===== src/hw/rtl/rgtd_pkg.sv =====
// Shared types, codes and helpers for the rate group task dispatcher.
package rgtd_pkg;

  localparam int MaxTasks = 16;
  localparam int IdxW     = (MaxTasks > 1) ? $clog2(MaxTasks) : 1;
  localparam int CntW     = $clog2(MaxTasks + 1);
  localparam int NumGroups = 4;
  localparam int NumDiv    = 3;

  typedef logic [IdxW-1:0] idx_t;
  typedef logic [CntW-1:0] cnt_t;
  typedef logic [2:0]      cls_t;
  typedef logic [2:0]      req_t;
  typedef logic [3:0]      tid_t;
  typedef logic [4:0]      mem_t;
  typedef logic [3:0]      ratio_t;
  typedef logic [1:0]      grp_t;

  // task classes
  localparam cls_t ClsIdle   = 3'd0;
  localparam cls_t ClsEvent  = 3'd1;
  localparam cls_t ClsRate0  = 3'd2;
  localparam cls_t ClsRate3  = 3'd5;
  localparam cls_t ClsRing   = 3'd6;
  localparam cls_t ClsParked = 3'd7;

  // request types
  localparam req_t ReqTick     = 3'd0;
  localparam req_t ReqDispatch = 3'd1;
  localparam req_t ReqAdd      = 3'd2;
  localparam req_t ReqSetEvent = 3'd3;
  localparam req_t ReqSleep    = 3'd4;
  localparam req_t ReqActivate = 3'd5;

  localparam mem_t   MemberMax  = 5'd31;
  localparam ratio_t RatioReset = 4'd10;

  typedef struct packed {
    logic latch;  // capture the incoming request
    logic exec;   // apply the captured request and load the result register
  } dp_cmd_t;

  function automatic logic is_rate(cls_t c);
    return (c >= ClsRate0) && (c <= ClsRate3);
  endfunction

  function automatic grp_t grp_of(cls_t c);
    cls_t diff;
    diff = c - ClsRate0;
    return diff[1:0];
  endfunction

endpackage


===== src/hw/rtl/rgtd_ctrl.sv =====
// Request sequencer: capture, execute, and result register handshake.
module rgtd_ctrl (
  input  logic              clk_i,
  input  logic              rst_ni,
  input  logic              in_valid_i,
  output logic              in_ready_o,
  output logic              out_valid_o,
  input  logic              out_ready_i,
  output rgtd_pkg::dp_cmd_t cmd_o
);

  localparam logic StIdle = 1'b0;
  localparam logic StExec = 1'b1;

  logic state_q, state_d;
  logic out_valid_q, out_valid_d;
  logic exec;

  assign in_ready_o = (state_q == StIdle);
  // result register must be free (or draining this cycle) before execute
  assign exec = (state_q == StExec) && (!out_valid_q || out_ready_i);

  assign cmd_o.latch = in_valid_i && in_ready_o;
  assign cmd_o.exec  = exec;
  assign out_valid_o = out_valid_q;

  always_comb begin
    state_d = state_q;
    unique case (state_q)
      StIdle: if (in_valid_i) state_d = StExec;
      StExec: if (exec) state_d = StIdle;
      default: state_d = StIdle;
    endcase
  end

  always_comb begin
    out_valid_d = out_valid_q;
    if (exec) begin
      out_valid_d = 1'b1;
    end else if (out_ready_i) begin
      out_valid_d = 1'b0;
    end
  end

  always_ff @(posedge clk_i or negedge rst_ni) begin
    if (!rst_ni) begin
      state_q     <= StIdle;
      out_valid_q <= 1'b0;
    end else begin
      state_q     <= state_d;
      out_valid_q <= out_valid_d;
    end
  end

`ifndef SYNTHESIS
  a_exec_gives_result: assert property (@(posedge clk_i) disable iff (!rst_ni)
    cmd_o.exec |=> out_valid_o)
    else $error("execute did not produce a result");

  a_accept_to_exec: assert property (@(posedge clk_i) disable iff (!rst_ni)
    (in_valid_i && in_ready_o) |=> (state_q == StExec))
    else $error("accepted request not moved to execute");

  a_hold_while_full: assert property (@(posedge clk_i) disable iff (!rst_ni)
    ((state_q == StExec) && out_valid_o && !out_ready_i) |=>
      ((state_q == StExec) && !in_ready_o))
    else $error("execute left while result register full");
`endif

endmodule


===== src/hw/rtl/rgtd_dpath.sv =====
// Datapath: class table, counters, rate group budgets and dividers (ratio ten after reset).
module rgtd_dpath (
  input  logic              clk_i,
  input  logic              rst_ni,
  input  rgtd_pkg::dp_cmd_t cmd_i,
  input  logic [2:0]        req_type_i,
  input  logic [3:0]        task_index_i,
  input  logic [2:0]        task_class_i,
  input  logic              cfg_we_i,
  input  logic [3:0]        cfg_wdata_i,
  output logic              dispatch_valid_o,
  output logic [3:0]        task_id_o,
  output logic              overflow_o
);

  rgtd_pkg::req_t   req_q;
  logic [3:0]       idx_q;
  rgtd_pkg::cls_t   cls_q;

  rgtd_pkg::cls_t   tab_q [rgtd_pkg::MaxTasks];
  rgtd_pkg::cnt_t   count_q, count_d;
  rgtd_pkg::cnt_t   cursor_q, cursor_d;
  rgtd_pkg::mem_t   members_q [rgtd_pkg::NumGroups];
  rgtd_pkg::mem_t   members_d [rgtd_pkg::NumGroups];
  rgtd_pkg::mem_t   budget_q  [rgtd_pkg::NumGroups];
  rgtd_pkg::mem_t   budget_d  [rgtd_pkg::NumGroups];
  rgtd_pkg::ratio_t div_q     [rgtd_pkg::NumDiv];
  rgtd_pkg::ratio_t div_d     [rgtd_pkg::NumDiv];
  rgtd_pkg::ratio_t ratio_q;

  logic             dv_q, dv_d, ovf_q, ovf_d;
  rgtd_pkg::tid_t   tid_q, tid_d;

  rgtd_pkg::cnt_t   cur;
  rgtd_pkg::idx_t   raddr;
  rgtd_pkg::cls_t   rd_cls;
  logic             idx_ok;

  logic             tab_we;
  rgtd_pkg::idx_t   tab_waddr;
  rgtd_pkg::cls_t   tab_wdata;

  // cursor wraps before the lookup once it reaches the fill level
  assign cur    = (cursor_q >= count_q) ? '0 : cursor_q;
  assign raddr  = (req_q == rgtd_pkg::ReqDispatch) ? rgtd_pkg::idx_t'(cur)
                                                   : rgtd_pkg::idx_t'(idx_q);
  assign rd_cls = tab_q[raddr];
  assign idx_ok = int'(idx_q) < rgtd_pkg::MaxTasks;

  always_comb begin
    logic             carry;
    rgtd_pkg::ratio_t nd;
    rgtd_pkg::grp_t   g;

    tab_we    = 1'b0;
    tab_waddr = raddr;
    tab_wdata = rgtd_pkg::ClsIdle;
    count_d   = count_q;
    cursor_d  = cursor_q;
    members_d = members_q;
    budget_d  = budget_q;
    div_d     = div_q;
    dv_d      = 1'b0;
    tid_d     = '0;
    ovf_d     = 1'b0;
    carry     = 1'b1;
    nd        = '0;
    g         = '0;

    unique case (req_q)
      rgtd_pkg::ReqTick: begin
        if (budget_q[0] == '0) budget_d[0] = members_q[0];
        for (int k = 0; k < rgtd_pkg::NumDiv; k++) begin
          if (carry) begin
            nd = div_q[k] - 4'd1;
            if (nd == '0) begin
              div_d[k] = ratio_q;
              if (budget_q[k+1] == '0) budget_d[k+1] = members_q[k+1];
            end else begin
              div_d[k] = nd;
              carry    = 1'b0;
            end
          end
        end
      end
      rgtd_pkg::ReqDispatch: begin
        if (count_q != '0) begin
          g = rgtd_pkg::grp_of(rd_cls);
          priority if (rd_cls == rgtd_pkg::ClsEvent) begin
            tab_we    = 1'b1;
            tab_wdata = rgtd_pkg::ClsIdle;
            dv_d      = 1'b1;
          end else if (rd_cls == rgtd_pkg::ClsRing) begin
            dv_d = 1'b1;
          end else if (rgtd_pkg::is_rate(rd_cls) && (budget_q[g] != '0)) begin
            budget_d[g] = budget_q[g] - 5'd1;
            dv_d        = 1'b1;
          end else begin
            dv_d = 1'b0;
          end
          if (dv_d) tid_d = rgtd_pkg::tid_t'(cur);
          cursor_d = rgtd_pkg::cnt_t'(cur + 1'b1);
        end
      end
      rgtd_pkg::ReqAdd: begin
        if (int'(count_q) >= rgtd_pkg::MaxTasks) begin
          ovf_d = 1'b1;
        end else begin
          g = rgtd_pkg::grp_of(cls_q);
          if (rgtd_pkg::is_rate(cls_q) && (members_q[g] < rgtd_pkg::MemberMax)) begin
            members_d[g] = members_q[g] + 5'd1;
          end
          tab_we    = 1'b1;
          tab_waddr = rgtd_pkg::idx_t'(count_q);
          tab_wdata = (cls_q == rgtd_pkg::ClsEvent) ? rgtd_pkg::ClsIdle : cls_q;
          tid_d     = rgtd_pkg::tid_t'(count_q);
          count_d   = count_q + 1'b1;
        end
      end
      rgtd_pkg::ReqSetEvent: begin
        if (idx_ok) begin
          tab_we    = 1'b1;
          tab_wdata = rgtd_pkg::ClsEvent;
        end
      end
      rgtd_pkg::ReqSleep: begin
        if (idx_ok) begin
          g = rgtd_pkg::grp_of(rd_cls);
          if (rd_cls == rgtd_pkg::ClsRing) begin
            tab_we = 1'b1;
          end else if (rgtd_pkg::is_rate(rd_cls)) begin
            if (members_q[g] != '0) members_d[g] = members_q[g] - 5'd1;
            tab_we = 1'b1;
          end
        end
      end
      rgtd_pkg::ReqActivate: begin
        if (idx_ok && (rd_cls == rgtd_pkg::ClsIdle)) begin
          g         = rgtd_pkg::grp_of(cls_q);
          tab_we    = 1'b1;
          tab_wdata = cls_q;
          if (rgtd_pkg::is_rate(cls_q) && (members_q[g] < rgtd_pkg::MemberMax)) begin
            members_d[g] = members_q[g] + 5'd1;
          end
        end
      end
      default: begin
        // undefined request codes leave state alone
      end
    endcase
  end

  // captured request and result register
  always_ff @(posedge clk_i) begin
    if (cmd_i.latch) begin
      req_q <= req_type_i;
      idx_q <= task_index_i;
      cls_q <= task_class_i;
    end
    if (cmd_i.exec) begin
      dv_q  <= dv_d;
      tid_q <= tid_d;
      ovf_q <= ovf_d;
    end
  end

  always_ff @(posedge clk_i or negedge rst_ni) begin
    if (!rst_ni) begin
      for (int i = 0; i < rgtd_pkg::MaxTasks; i++) tab_q[i] <= rgtd_pkg::ClsIdle;
      for (int i = 0; i < rgtd_pkg::NumGroups; i++) begin
        members_q[i] <= '0;
        budget_q[i]  <= '0;
      end
      for (int i = 0; i < rgtd_pkg::NumDiv; i++) div_q[i] <= rgtd_pkg::RatioReset;
      count_q  <= '0;
      cursor_q <= '0;
    end else if (cmd_i.exec) begin
      if (tab_we) tab_q[tab_waddr] <= tab_wdata;
      members_q <= members_d;
      budget_q  <= budget_d;
      div_q     <= div_d;
      count_q   <= count_d;
      cursor_q  <= cursor_d;
    end
  end

  always_ff @(posedge clk_i or negedge rst_ni) begin
    if (!rst_ni) begin
      ratio_q <= rgtd_pkg::RatioReset;
    end else if (cfg_we_i) begin
      ratio_q <= cfg_wdata_i;
    end
  end

  assign dispatch_valid_o = dv_q;
  assign task_id_o        = tid_q;
  assign overflow_o       = ovf_q;

endmodule


===== src/hw/rtl/rate_group_task_dispatcher_top.sv =====
// Top level of the rate group task dispatcher.
//
//   channel   handshake                 payload
//   -------   -----------------------   ---------------------------------------
//   in        in_valid_i / in_ready_o   req_type_i, task_index_i, task_class_i
//   out       out_valid_o / out_ready_i dispatch_valid_o, task_id_o, overflow_o
//   cfg       cfg_we_i (no wait)        cfg_wdata_i (divide ratio)
//
// Each request is first captured, then applied to the table and counters,
// which also loads the result register. A new request is taken in the
// cycle after execute, so no request is accepted while the last one is
// still pending. Execute waits while the result register holds an untaken
// result. Reset is asynchronous and clears all table and counter state at
// once; no clearing pass.
module rate_group_task_dispatcher_top (
  input  logic       clk_i,
  input  logic       rst_ni,
  input  logic       in_valid_i,
  output logic       in_ready_o,
  input  logic [2:0] req_type_i,
  input  logic [3:0] task_index_i,
  input  logic [2:0] task_class_i,
  output logic       out_valid_o,
  input  logic       out_ready_i,
  output logic       dispatch_valid_o,
  output logic [3:0] task_id_o,
  output logic       overflow_o,
  input  logic       cfg_we_i,
  input  logic [3:0] cfg_wdata_i
);

  rgtd_pkg::dp_cmd_t cmd;

  rgtd_ctrl u_ctrl (
    .clk_i      (clk_i),
    .rst_ni     (rst_ni),
    .in_valid_i (in_valid_i),
    .in_ready_o (in_ready_o),
    .out_valid_o(out_valid_o),
    .out_ready_i(out_ready_i),
    .cmd_o      (cmd)
  );

  rgtd_dpath u_dpath (
    .clk_i           (clk_i),
    .rst_ni          (rst_ni),
    .cmd_i           (cmd),
    .req_type_i      (req_type_i),
    .task_index_i    (task_index_i),
    .task_class_i    (task_class_i),
    .cfg_we_i        (cfg_we_i),
    .cfg_wdata_i     (cfg_wdata_i),
    .dispatch_valid_o(dispatch_valid_o),
    .task_id_o       (task_id_o),
    .overflow_o      (overflow_o)
  );

endmodule

===== config.mk =====
export PLATFORM = sky130hd
export DESIGN_NAME = rate_group_task_dispatcher_top
export DESIGN_NICKNAME = d
export VERILOG_FILES = /design/src/hw/rtl/rgtd_pkg.sv /design/src/hw/rtl/rgtd_ctrl.sv /design/src/hw/rtl/rgtd_dpath.sv /design/src/hw/rtl/rate_group_task_dispatcher_top.sv
export SDC_FILE = /design/constraint.sdc
export NUM_CORES = 1
export LEC_CHECK = 0
export BUFFER_PORTS_ARGS = -buffer_cell sky130_fd_sc_hd__buf_2
export CAP_MARGIN = 20
export CORE_MARGIN = 2
export CORE_UTILIZATION = 52
export CTS_CLUSTER_SIZE = 28
export DETAILED_ROUTE_END_ITERATION = 8
export GPL_ROUTABILITY_DRIVEN = 0
export GPL_TIMING_DRIVEN = 0
export PLACE_DENSITY_LB_ADDON = 0.12
export SLEW_MARGIN = 40
export SYNTH_ARGS = -nofsm -noshare
export SYNTH_HDL_FRONTEND = slang
export SYNTH_SLANG_ARGS = --single-unit

===== constraint.sdc =====
create_clock -name clk_i -period 10.7 [get_ports clk_i]
set_clock_uncertainty 0.1 [all_clocks]
set_input_delay 1.07 -clock clk_i [delete_from_list [all_inputs] [get_ports clk_i]]
set_output_delay 1.07 -clock clk_i [all_outputs]
set_load 0.02 [all_outputs]

==> qor.txt, run 1 <==
Clock H-tree levels -> 4
number of stages on the worst hold path -> 1
largest net degree at the start of global routing -> 74
final critical path time including I/O delays and setup -> 5.37 ns
maximum clock insertion buffer count -> 2
cell-by-cell trace of the critical path -> inv_1 -> ha_1 -> a21oi_1 -> nand3_1 -> a21oi_1 -> or2_2 -> clkbuf_1 -> nand4_1 -> and4_1 -> buf_2 -> nor2_4 -> buf_4 -> mux2i_2 -> inv_2 -> ha_1 -> nand2_1 -> a21o_1 -> o211a_1 -> buf_2 -> o21ai_1 -> o221ai_1
start point of the worst min-delay path -> u_dpath.tab_q[46]
initial standard-cell utilization of the core -> 53.0%
dpl ws -> 5.45 ns
Antenna diodes -> 0
sequential fraction of the synthesis area -> 40.4%
worst skew pair latency -> 0.43 ns
launch point of the critical path -> u_dpath.count_q[4]
top cell type's share of synthesized area -> 32.2%
routed via count -> 7238
CTS buffer count -> 17
number of post-CTS setup repair buffers -> 0
data arrival time of the worst path -> 5.61 ns
dominant register cell in the synthesized netlist -> sky130_fd_sc_hd__dfrtp_1
kind of end point of the critical path -> flip-flop
Post-CTS Hold Fix Bufs -> 0
switching share of total power -> 44.0%
Clock Root Buffer -> sky130_fd_sc_hd__clkbuf_16
worst reg2reg path startpoint -> u_dpath.count_q[4]
Detail Route Antenna Nets -> 0
relative slew slack -> 48.1%
result of the run -> completed
power spent charging and discharging nets -> 1.11 mW
Comb power frac -> 46.5%
max-cap violations -> 0
layout net count -> 933
post-synthesis async set-or-reset flop share -> 87.9%
clock tree from TritonCTS -> done
destination of the worst register-to-register timing path -> u_dpath.members_q[13]
RSZ-0062 raised after global routing -> no
average cell area after synthesis -> 9.87 µm²
total negative slack -> 0 ns
Final period util -> 50.2%
library cells used by synthesis -> 98
dominant delay contributor by cell family on the critical path -> compound AO/OA/AOI/OAI gates
placement row count -> 46
horizontal die dimension -> 131 µm
number of nets in the synthesized netlist -> 887
number of synthesized flops with an enable pin -> 16
worst hold endpoint -> u_dpath.tab_q[46]
Crit Path Category -> reg -> reg
synthesized instance count -> 850
signed area change from the synthesized netlist to the final layout -> 12.2%
worst min-delay path class -> reg -> reg
top fanout value on the critical path -> 10
final setup violation count -> 0
Final Util -> 59.5%
clock power share -> 22.2%
mean routed wirelength per cell -> 21.2 µm
Core Region -> 15800 µm²
buffer and inverter count on the worst path -> 6
Total Power Consumption -> 2.52 mW
Register-to-Register Setup Slack -> 5.33 ns
top cells by area, synth -> sky130_fd_sc_hd__dfrtp_1 (32%), sky130_fd_sc_hd__mux2_1 (8.3%), sky130_fd_sc_hd__edfxtp_1 (5.7%), sky130_fd_sc_hd__nand2_1 (5.2%), sky130_fd_sc_hd__nand3_1 (3.0%)
Chip Height -> 131 µm
Least-Margin Pin Slew -> 0.773 ns
Pre-Repair DR Iteration Count -> 6
grt total ovfl -> 0
vias in the first global route -> 7150
worst reg-to-reg path cell count -> 21
Total GRT Usage -> 29.4%
initial antenna violation count -> 1
ratio of cells with drive above 1 in the final layout -> 15.8%
DRC errors left -> 0
placed wire-length estimate -> 17600 µm
final number of hold-violating endpoints -> 0
wire length reported by the detailed router -> 23800 µm
post-synthesis sequential element count -> 132
Final WS setup -> 5.33 ns
part of the power in registers -> 31.3%
startpoint types -> flip-flop
post-cts resize count -> 0
clock tree sinks -> 132
DIE AREA -> 17200 µm²
drt via density -> 6.43
Ports -> 27
global-route wire length before repair -> 38500 µm
static power due to leakage -> 4.05 nW
post-CTS clock slew at the launch and capture registers of the worst setup and hold paths -> 0.06 ns
largest area contributor in the netlist -> sky130_fd_sc_hd__dfrtp_1
Starting DRT DRC Count -> 695
internal power of the cells -> 1.41 mW
highest ir drop seen on vdd -> 143 µV
total power per unit cell area -> 268 nW/µm²
area of the mapped netlist -> 8390 µm²
CP max stage cell -> sky130_fd_sc_hd__mux2i_2
Warnings, synthesis -> 0
final slew viol count -> 0
achievable frequency -> 186 MHz
Worst Path Required -> 10.94 ns
count of buffers from port buffering -> 26
Max stage delay on crit path -> 0.47 ns
==> registers in the layout (all words and copies together) (netlist names) <==
name	count
u_ctrl.state_q	1
u_dpath.idx_q	4
u_dpath.req_q	3
u_dpath.cls_q	3
u_dpath.ratio_q	4
u_dpath.tab_q	48
u_dpath.cursor_q	5
u_dpath.div_q	12
u_dpath.dispatch_valid_o	1
u_ctrl.out_valid_o	1
u_dpath.overflow_o	1
u_dpath.count_q	5
u_dpath.members_q	20
u_dpath.budget_q	20
u_dpath.task_id_o	4
==> cell usage in the layout, fill, tap and decap left out, types with 5 or more instances in the layout <==
| cell | instances |
|---|---|
| sky130_fd_sc_hd__a211oi_1 | 8 |
| sky130_fd_sc_hd__a21oi_1 | 28 |
| sky130_fd_sc_hd__a22o_1 | 20 |
| sky130_fd_sc_hd__a22oi_1 | 9 |
| sky130_fd_sc_hd__a31oi_1 | 7 |
| sky130_fd_sc_hd__and2_1 | 17 |
| sky130_fd_sc_hd__buf_2 | 34 |
| sky130_fd_sc_hd__clkbuf_1 | 22 |
| sky130_fd_sc_hd__clkbuf_16 | 18 |
| sky130_fd_sc_hd__clkbuf_8 | 5 |
| sky130_fd_sc_hd__dfrtp_1 | 108 |
| sky130_fd_sc_hd__dfstp_2 | 8 |
| sky130_fd_sc_hd__edfxtp_1 | 16 |
| sky130_fd_sc_hd__ha_1 | 18 |
| sky130_fd_sc_hd__inv_1 | 27 |
| sky130_fd_sc_hd__mux2_1 | 62 |
| sky130_fd_sc_hd__mux2_2 | 11 |
| sky130_fd_sc_hd__mux2i_1 | 21 |
| sky130_fd_sc_hd__mux4_2 | 5 |
| sky130_fd_sc_hd__nand2_1 | 116 |
| sky130_fd_sc_hd__nand3_1 | 51 |
| sky130_fd_sc_hd__nand4_1 | 6 |
| sky130_fd_sc_hd__nor2_1 | 46 |
| sky130_fd_sc_hd__nor3_1 | 22 |
| sky130_fd_sc_hd__o211ai_1 | 11 |
| sky130_fd_sc_hd__o21a_1 | 11 |
| sky130_fd_sc_hd__o21ai_0 | 37 |
| sky130_fd_sc_hd__o21ai_1 | 5 |
| sky130_fd_sc_hd__o22ai_1 | 15 |
| sky130_fd_sc_hd__xnor2_1 | 14 |
==> cell families after synthesis <==
family	after synthesis	synth area share [%]
AND/OR/NAND/NOR	301	17.6
flip-flops	132	40.4
buffers and inverters	65	3.49
AO/OA/AOI/OAI	215	19.8
multiplexers	102	14.3
adder cells (fa/ha/maj)	18	2.68
XOR/XNOR	17	1.77
==> stage by stage <==
step	instances	hold WS [ns]	area, µm²
floorplan	850	0.349	8390
detailed placement	1093	0.368	8840
global placement	1092	0.365	8790
CTS	1125	0.380	9410
finish	1125	0.381	9410
global route	1125	0.398	9410
==> power by group through the flow <==
stage	clock [mW]	sequential [mW]	combinational, mW
detailed placement	0	0.788	1.14
global placement	0	0.783	1.11
finish	0.561	0.789	1.17
global route	0.588	0.802	1.28
CTS	0.565	0.780	1.15
floorplan	0	0.745	0.855
==> cell usage after synthesis, drive strengths merged (9+ instances only) <==
library cell	number
and2	19
nor2	51
o21a	11
mux2i	23
buf	18
inv	28
ha	18
a211oi	9
a21oi	30
dfrtp	108
edfxtp	16
a22o	20
o22ai	15
nor3	24
mux2	74
nand3	53
xnor2	14
nand2	119
o21ai	46
clkbuf	19
a22oi	10
o211ai	12
==> how the worst max path moves through the flow <==
stage | endpoint | slack (ns) | cells after the start
floorplan | u_dpath.budget_q[4] | 6.42 | 21
global placement | u_dpath.budget_q[19] | 5.56 | 18
global route | u_dpath.budget_q[9] | 4.97 | 18
finish | u_dpath.members_q[13] | 5.33 | 21
CTS | u_dpath.budget_q[9] | 5.41 | 18
detailed placement | u_dpath.budget_q[9] | 5.45 | 18
==> layout make-up <==
class | instances | area, µm²
Timing Repair Buffer | 27 | 168
Multi-Input combinational cell | 653 | 4710
Clock inverter | 6 | 42.5
Sequential cell | 132 | 3390
Clock buffer | 26 | 531
Inverter | 28 | 105
Fill cell | 1351 | 6420
Tap cell | 216 | 270
Buffer | 37 | 188
==> per-layer routing <==
| layer | global-route usage (%) | share of wire (%) | vias to the layer above |
|---|---|---|---|
| li1 | - | - | 3259 |
| met1 | 40.0 | 42 | 3545 |
| met2 | 46.3 | 46 | 359 |
| met3 | 5.99 | 8.8 | 75 |
| met4 | 11.7 | 2.8 | 0 |
| met5 | 0 | 0 | - |
(Power assumes the default switching activity.)
==> run 2: changes to the inputs <==
- clock period: 10.7 -> 5.2 ns (I/O delays scaled with it)
==> run 2 against run 1 <==
Net effect: global-route usage about the same; total power up 110%; critical path depth decreased by 1; clock-buffer cell count stayed put; combinational power increased by 120%; sequential share of layout area shrank 0.55 points; critical endpoint unchanged; highest routed layer unchanged.
==> qor.txt, run 2 (synthesized netlist as in run 1, its figures left out) <==
final slew viol count -> 0
internal power of the cells -> 2.98 mW
Total Power Consumption -> 5.31 mW
achievable frequency -> 203 MHz
vias in the first global route -> 7170
startpoint types -> flip-flop
final critical path time including I/O delays and setup -> 4.93 ns
Worst Path Required -> 5.44 ns
horizontal die dimension -> 131 µm
top fanout value on the critical path -> 10
highest ir drop seen on vdd -> 293 µV
worst min-delay path class -> in -> reg
grt total ovfl -> 0
Ports -> 27
drt via density -> 6.44
relative slew slack -> 48.5%
Clock H-tree levels -> 4
register name with the most flops -> u_dpath.tab_q
Total GRT Usage -> 29.4%
mean routed wirelength per cell -> 21.3 µm
clock power share -> 21.7%
ratio of cells with drive above 1 in the final layout -> 18.0%
total power per unit cell area -> 555 nW/µm²
RSZ-0062 raised after global routing -> no
highest-count cells in the layout ignoring fill and taps -> sky130_fd_sc_hd__nand2_1 (116), sky130_fd_sc_hd__dfrtp_1 (108), sky130_fd_sc_hd__mux2_1 (62)
DIE AREA -> 17200 µm²
worst hold slack -> 0.160 ns
final setup violation count -> 0
placement row count -> 46
Least-Margin Pin Slew -> 0.767 ns
max reg flops -> 48
initial standard-cell utilization of the core -> 53.0%
power spent charging and discharging nets -> 2.32 mW
final number of hold-violating endpoints -> 0
placed wire-length estimate -> 17600 µm
part of the power in registers -> 30.6%
DRC errors left -> 0
global-route wire length before repair -> 38600 µm
wire length reported by the detailed router -> 24200 µm
start point of the worst min-delay path -> task_class_i[0]
total negative slack -> 0 ns
CTS buffer count -> 17
worst reg2reg path startpoint -> u_dpath.req_q[0]
clock tree from TritonCTS -> done
maximum clock insertion buffer count -> 2
count of buffers from port buffering -> 26
most common cell after layout, fill and taps aside -> sky130_fd_sc_hd__nand2_1
worst skew pair latency -> 0.43 ns
Pre-Repair DR Iteration Count -> 6
kind of end point of the critical path -> flip-flop
clock tree sinks -> 132
Core Region -> 15800 µm²
largest net degree at the start of global routing -> 74
largest registers -> u_dpath.tab_q x48, u_dpath.budget_q x20, u_dpath.members_q x20
Final period util -> 94.8%
number of stages on the worst hold path -> 1
worst reg-to-reg path cell count -> 20
data arrival time of the worst path -> 5.17 ns
Antenna diodes -> 0
signed area change from the synthesized netlist to the final layout -> 13.9%
Register-to-Register Setup Slack -> 0.27 ns
result of the run -> completed
Clock Root Buffer -> sky130_fd_sc_hd__clkbuf_16
Comb power frac -> 47.7%
initial antenna violation count -> 1
destination of the worst register-to-register timing path -> u_dpath.members_q[13]
Starting DRT DRC Count -> 798
routed via count -> 7310
post-CTS clock slew at the launch and capture registers of the worst setup and hold paths -> 0.06 ns
Crit Path Category -> reg -> reg
max-cap violations -> 0
static power due to leakage -> 4.11 nW
worst hold endpoint -> u_dpath.cls_q[0]
switching share of total power -> 43.8%
Chip Height -> 131 µm
Detail Route Antenna Nets -> 0
layout net count -> 943
[run 2: what timing repair did]
action,CTS,global route
gates resized for setup,4,9
pin swaps,0,3
endpoints found under the hold margin,35,0
endpoints found under the setup margin,7,54
setup buffers,0,11
hold buffers,1,0
[run 2: area by class of cell]
cell class,count,area [µm²]
Fill cell,1342,6270
Multi-Input combinational cell,653,4770
Sequential cell,132,3390
Clock buffer,26,531
Tap cell,216,270
Timing Repair Buffer,39,260
Buffer,35,181
Inverter,28,105
Clock inverter,6,42.5
[run 2: per-stage QoR]
stage	area, µm²	setup slack (ns)	std cells	utilization [%]
after floorplan	8390	0.922	850	-
after global placement	8790	0.0581	1092	55.5
after detailed placement	8840	-0.0454	1093	55.8
after CTS	9430	0.0173	1126	59.6
after global routing	9560	0.0306	1135	60.4
final	9560	0.268	1135	60.4
[run 2: worst max path at each step]
stage,startpoint,endpoint,slack [ns],cells after the start
floorplan,u_dpath.count_q[4],u_dpath.budget_q[4],0.92,21
global placement,u_dpath.req_q[2],u_dpath.budget_q[19],0.06,18
detailed placement,u_dpath.req_q[1],u_dpath.budget_q[9],-0.05,18
CTS,u_dpath.count_q[2],u_dpath.members_q[13],0.02,21
global route,u_dpath.req_q[0],u_dpath.budget_q[0],0.03,21
finish,u_dpath.req_q[0],u_dpath.members_q[13],0.27,20
[run 2: power by group through the flow]
stage | registers, mW | logic [mW] | clock network [mW]
after floorplan | 1.53 | 1.76 | 0
after global placement | 1.61 | 2.28 | 0
after detailed placement | 1.62 | 2.35 | 0
after CTS | 1.60 | 2.38 | 1.16
after global routing | 1.65 | 2.75 | 1.21
final | 1.62 | 2.53 | 1.15
[run 2: layer usage]
| layer | wire length, µm | vias to the layer above | GRT usage [%] |
|---|---|---|---|
| met5 | 0 | - | 0 |
| met3 | 2150 | 70 | 5.94 |
| met2 | 11300 | 388 | 46.3 |
| met4 | 676 | 0 | 12.0 |
| met1 | 10100 | 3567 | 39.9 |
| li1 | - | 3285 | - |
[run 2: critical path, stage by stage (launching register included)]
cell and delay (ns):
sky130_fd_sc_hd__edfxtp_1 0.33, sky130_fd_sc_hd__buf_2 0.22, sky130_fd_sc_hd__or3b_1 0.39, sky130_fd_sc_hd__buf_2 0.18, sky130_fd_sc_hd__and2_4 0.18, sky130_fd_sc_hd__o31ai_4 0.36, sky130_fd_sc_hd__buf_6 0.23, sky130_fd_sc_hd__mux2i_1 0.26
sky130_fd_sc_hd__mux2i_1 0.17, sky130_fd_sc_hd__o211a_4 0.33, sky130_fd_sc_hd__nor2_4 0.19, sky130_fd_sc_hd__buf_4 0.26, sky130_fd_sc_hd__mux2i_4 0.30, sky130_fd_sc_hd__inv_2 0.08, sky130_fd_sc_hd__ha_1 0.20, sky130_fd_sc_hd__nand2_1 0.06
sky130_fd_sc_hd__a21o_1 0.14, sky130_fd_sc_hd__o211a_1 0.21, sky130_fd_sc_hd__buf_2 0.24, sky130_fd_sc_hd__o21ai_1 0.17, sky130_fd_sc_hd__o221ai_1 0.23
==> run 3: changes to the inputs <==
- CELL_PAD_IN_SITES_DETAIL_PLACEMENT: unset -> 0
- CELL_PAD_IN_SITES_GLOBAL_PLACEMENT: unset -> 1
- CORE_UTILIZATION: 52 -> 50
==> run 3 against run 2 <==
Net effect: register-to-register slack got worse by 0.07 ns; total power barely moved; core utilization fell by 2.5 points; first-iteration DRC count fell by 30%; combinational power barely moved; cell count did not move; hold slack barely moved; worst setup slack got worse by 0.068 ns; design area fell by 0.31%; clock power barely moved; critical endpoint is now u_dpath.budget_q[9]; highest routed layer unchanged.
==> qor.txt, run 3 (synthesized netlist as in run 1, its figures left out) <==
result of the run -> completed
count of buffers from port buffering -> 26
initial antenna violation count -> 0
top fanout value on the critical path -> 10
Total GRT Usage -> 28.8%
static power due to leakage -> 4.10 nW
worst min-delay path class -> in -> reg
vias in the first global route -> 7223
max-cap violations -> 0
clock tree from TritonCTS -> done
final slew viol count -> 0
Detail Route Antenna Nets -> 0
largest registers -> u_dpath.tab_q x48, u_dpath.budget_q x20, u_dpath.members_q x20
grt total ovfl -> 0
DRC errors left -> 0
maximum clock insertion buffer count -> 2
layout net count -> 939
max reg flops -> 48
Crit Path Category -> reg -> reg
Core Region -> 16500 µm²
final number of hold-violating endpoints -> 0
horizontal die dimension -> 134 µm
CTS buffer count -> 17
relative slew slack -> 45.8%
initial standard-cell utilization of the core -> 51.0%
Total Power Consumption -> 5.30 mW
Starting DRT DRC Count -> 558
clock tree sinks -> 132
Worst Path Required -> 5.41 ns
Clock Root Buffer -> sky130_fd_sc_hd__clkbuf_16
Register-to-Register Setup Slack -> 0.20 ns
Fillers -> 1458
startpoint types -> flip-flop
register name with the most flops -> u_dpath.tab_q
largest net degree at the start of global routing -> 75
Ports -> 27
drt via density -> 6.34
most common cell after layout, fill and taps aside -> sky130_fd_sc_hd__nand2_1
final non-filler cell area -> 9530 µm²
placed wire-length estimate -> 18200 µm
worst reg2reg path startpoint -> u_dpath.req_q[0]
data arrival time of the worst path -> 5.21 ns
final setup violation count -> 0
placement row count -> 47
kind of end point of the critical path -> flip-flop
DIE AREA -> 17800 µm²
worst skew pair latency -> 0.43 ns
Final period util -> 96.1%
Clock H-tree levels -> 4
RSZ-0062 raised after global routing -> no
met1 track demand over resource in global routing -> 40.0%
worst reg-to-reg path cell count -> 21
routed via count -> 7197
start point of the worst min-delay path -> task_index_i[2]
destination of the worst register-to-register timing path -> u_dpath.budget_q[9]
Chip Height -> 134 µm
post-detailed-placement cell area -> 8840 µm²
achievable frequency -> 200 MHz
final critical path time including I/O delays and setup -> 5.00 ns
mean routed wirelength per cell -> 21.7 µm
worst hold slack -> 0.160 ns
post-CTS clock slew at the launch and capture registers of the worst setup and hold paths -> 0.06 ns
number of stages on the worst hold path -> 1
highest ir drop seen on vdd -> 315 µV
Final Util -> 57.9%
ratio of cells with drive above 1 in the final layout -> 17.9%
Antenna diodes -> 0
Least-Margin Pin Slew -> 0.806 ns
global-route wire length before repair -> 39700 µm
worst hold endpoint -> u_dpath.idx_q[2]
met2 routing resource usage after global routing -> 45.8%
met3 track utilization from global routing -> 5.59%
most used routing layer -> met2
signed area change from the synthesized netlist to the final layout -> 13.5%
total power per unit cell area -> 556 nW/µm²
highest-count cells in the layout ignoring fill and taps -> sky130_fd_sc_hd__nand2_1 (116), sky130_fd_sc_hd__dfrtp_1 (108), sky130_fd_sc_hd__mux2_1 (62)
Pre-Repair DR Iteration Count -> 6
wire length reported by the detailed router -> 24600 µm
total negative slack -> 0 ns
## run 3: changes by cell type in the layout (fill, tap and decap cells not counted), sizes merged
cell / change
buf: -5
inv: +7
clkinv: -2
clkbuf: -4
## run 3: worst max-delay path by stage
stage	from	end	slack, ns
after floorplan	u_dpath.count_q[4]	u_dpath.budget_q[4]	0.92
after global placement	u_dpath.req_q[2]	u_dpath.budget_q[4]	0.02
after detailed placement	u_dpath.count_q[2]	u_dpath.members_q[13]	-0.05
after CTS	u_dpath.count_q[4]	u_dpath.members_q[13]	0.004
after global routing	u_dpath.req_q[0]	u_dpath.members_q[13]	0.002
final	u_dpath.req_q[0]	u_dpath.budget_q[9]	0.20
## run 3: layout make-up
type / count / area (µm²) / area share (%)
inverter: 28 / 105 / 1.10
clock buffer: 21 / 492 / 5.16
buffer: 35 / 184 / 1.93
tap: 220 / 275 / 2.89
sequential: 132 / 3390 / 35.6
timing repair buffer: 35 / 230 / 2.42
multi-input combinational: 653 / 4760 / 50.0
clock inverter: 11 / 85.1 / 0.893
## run 3: power by group
| part | total, mW | internal, mW | switching (mW) |
|---|---|---|---|
| combinational | 2.50 | 0.925 | 1.57 |
| clock | 1.18 | 0.683 | 0.493 |
| sequential | 1.63 | 1.33 | 0.299 |
| total | 5.30 | 2.94 | 2.36 |
## run 3: worst max-delay path, cell delays in order, from the launching register on
cell and delay (ns):
sky130_fd_sc_hd__edfxtp_1 0.33, sky130_fd_sc_hd__buf_2 0.23, sky130_fd_sc_hd__or3b_1 0.37, sky130_fd_sc_hd__buf_2 0.18
sky130_fd_sc_hd__and2_4 0.19, sky130_fd_sc_hd__o31ai_4 0.34, sky130_fd_sc_hd__buf_6 0.22, sky130_fd_sc_hd__buf_6 0.17
sky130_fd_sc_hd__nand2_1 0.12, sky130_fd_sc_hd__a32oi_2 0.31, sky130_fd_sc_hd__nand2_1 0.20, sky130_fd_sc_hd__nand2_4 0.23
sky130_fd_sc_hd__buf_4 0.23, sky130_fd_sc_hd__nand3_1 0.10, sky130_fd_sc_hd__and2_1 0.16, sky130_fd_sc_hd__inv_1 0.06
sky130_fd_sc_hd__ha_2 0.25, sky130_fd_sc_hd__inv_1 0.09, sky130_fd_sc_hd__a221oi_4 0.33, sky130_fd_sc_hd__xnor2_1 0.21
sky130_fd_sc_hd__o21ai_0 0.12, sky130_fd_sc_hd__mux2_1 0.30
## run 3: per-layer routing
metal / vias to the layer above / share of wire, %
met5: - / 0
met3: 51 / 6.7
met2: 289 / 47
met1: 3582 / 45
li1: 3275 / -
met4: 0 / 2.0
## run 3: stage by stage
step                      worst slack [ns]  std cells
final                                0.200       1135
after global routing               0.00187       1135
after CTS                          0.00447       1130
after detailed placement           -0.0500       1097
after global placement              0.0206       1096
after floorplan                      0.922        850
## run 3: repair_timing
item | 4_1_cts | 5_1_grt
setup endpoints to repair | 13 | 48
pin swaps | 0 | 2
hold endpoints to repair | 34 | 0
cloned | 0 | 0
setup buffers | 0 | 7
resized for setup | 3 | 10
hold buffers | 1 | 0
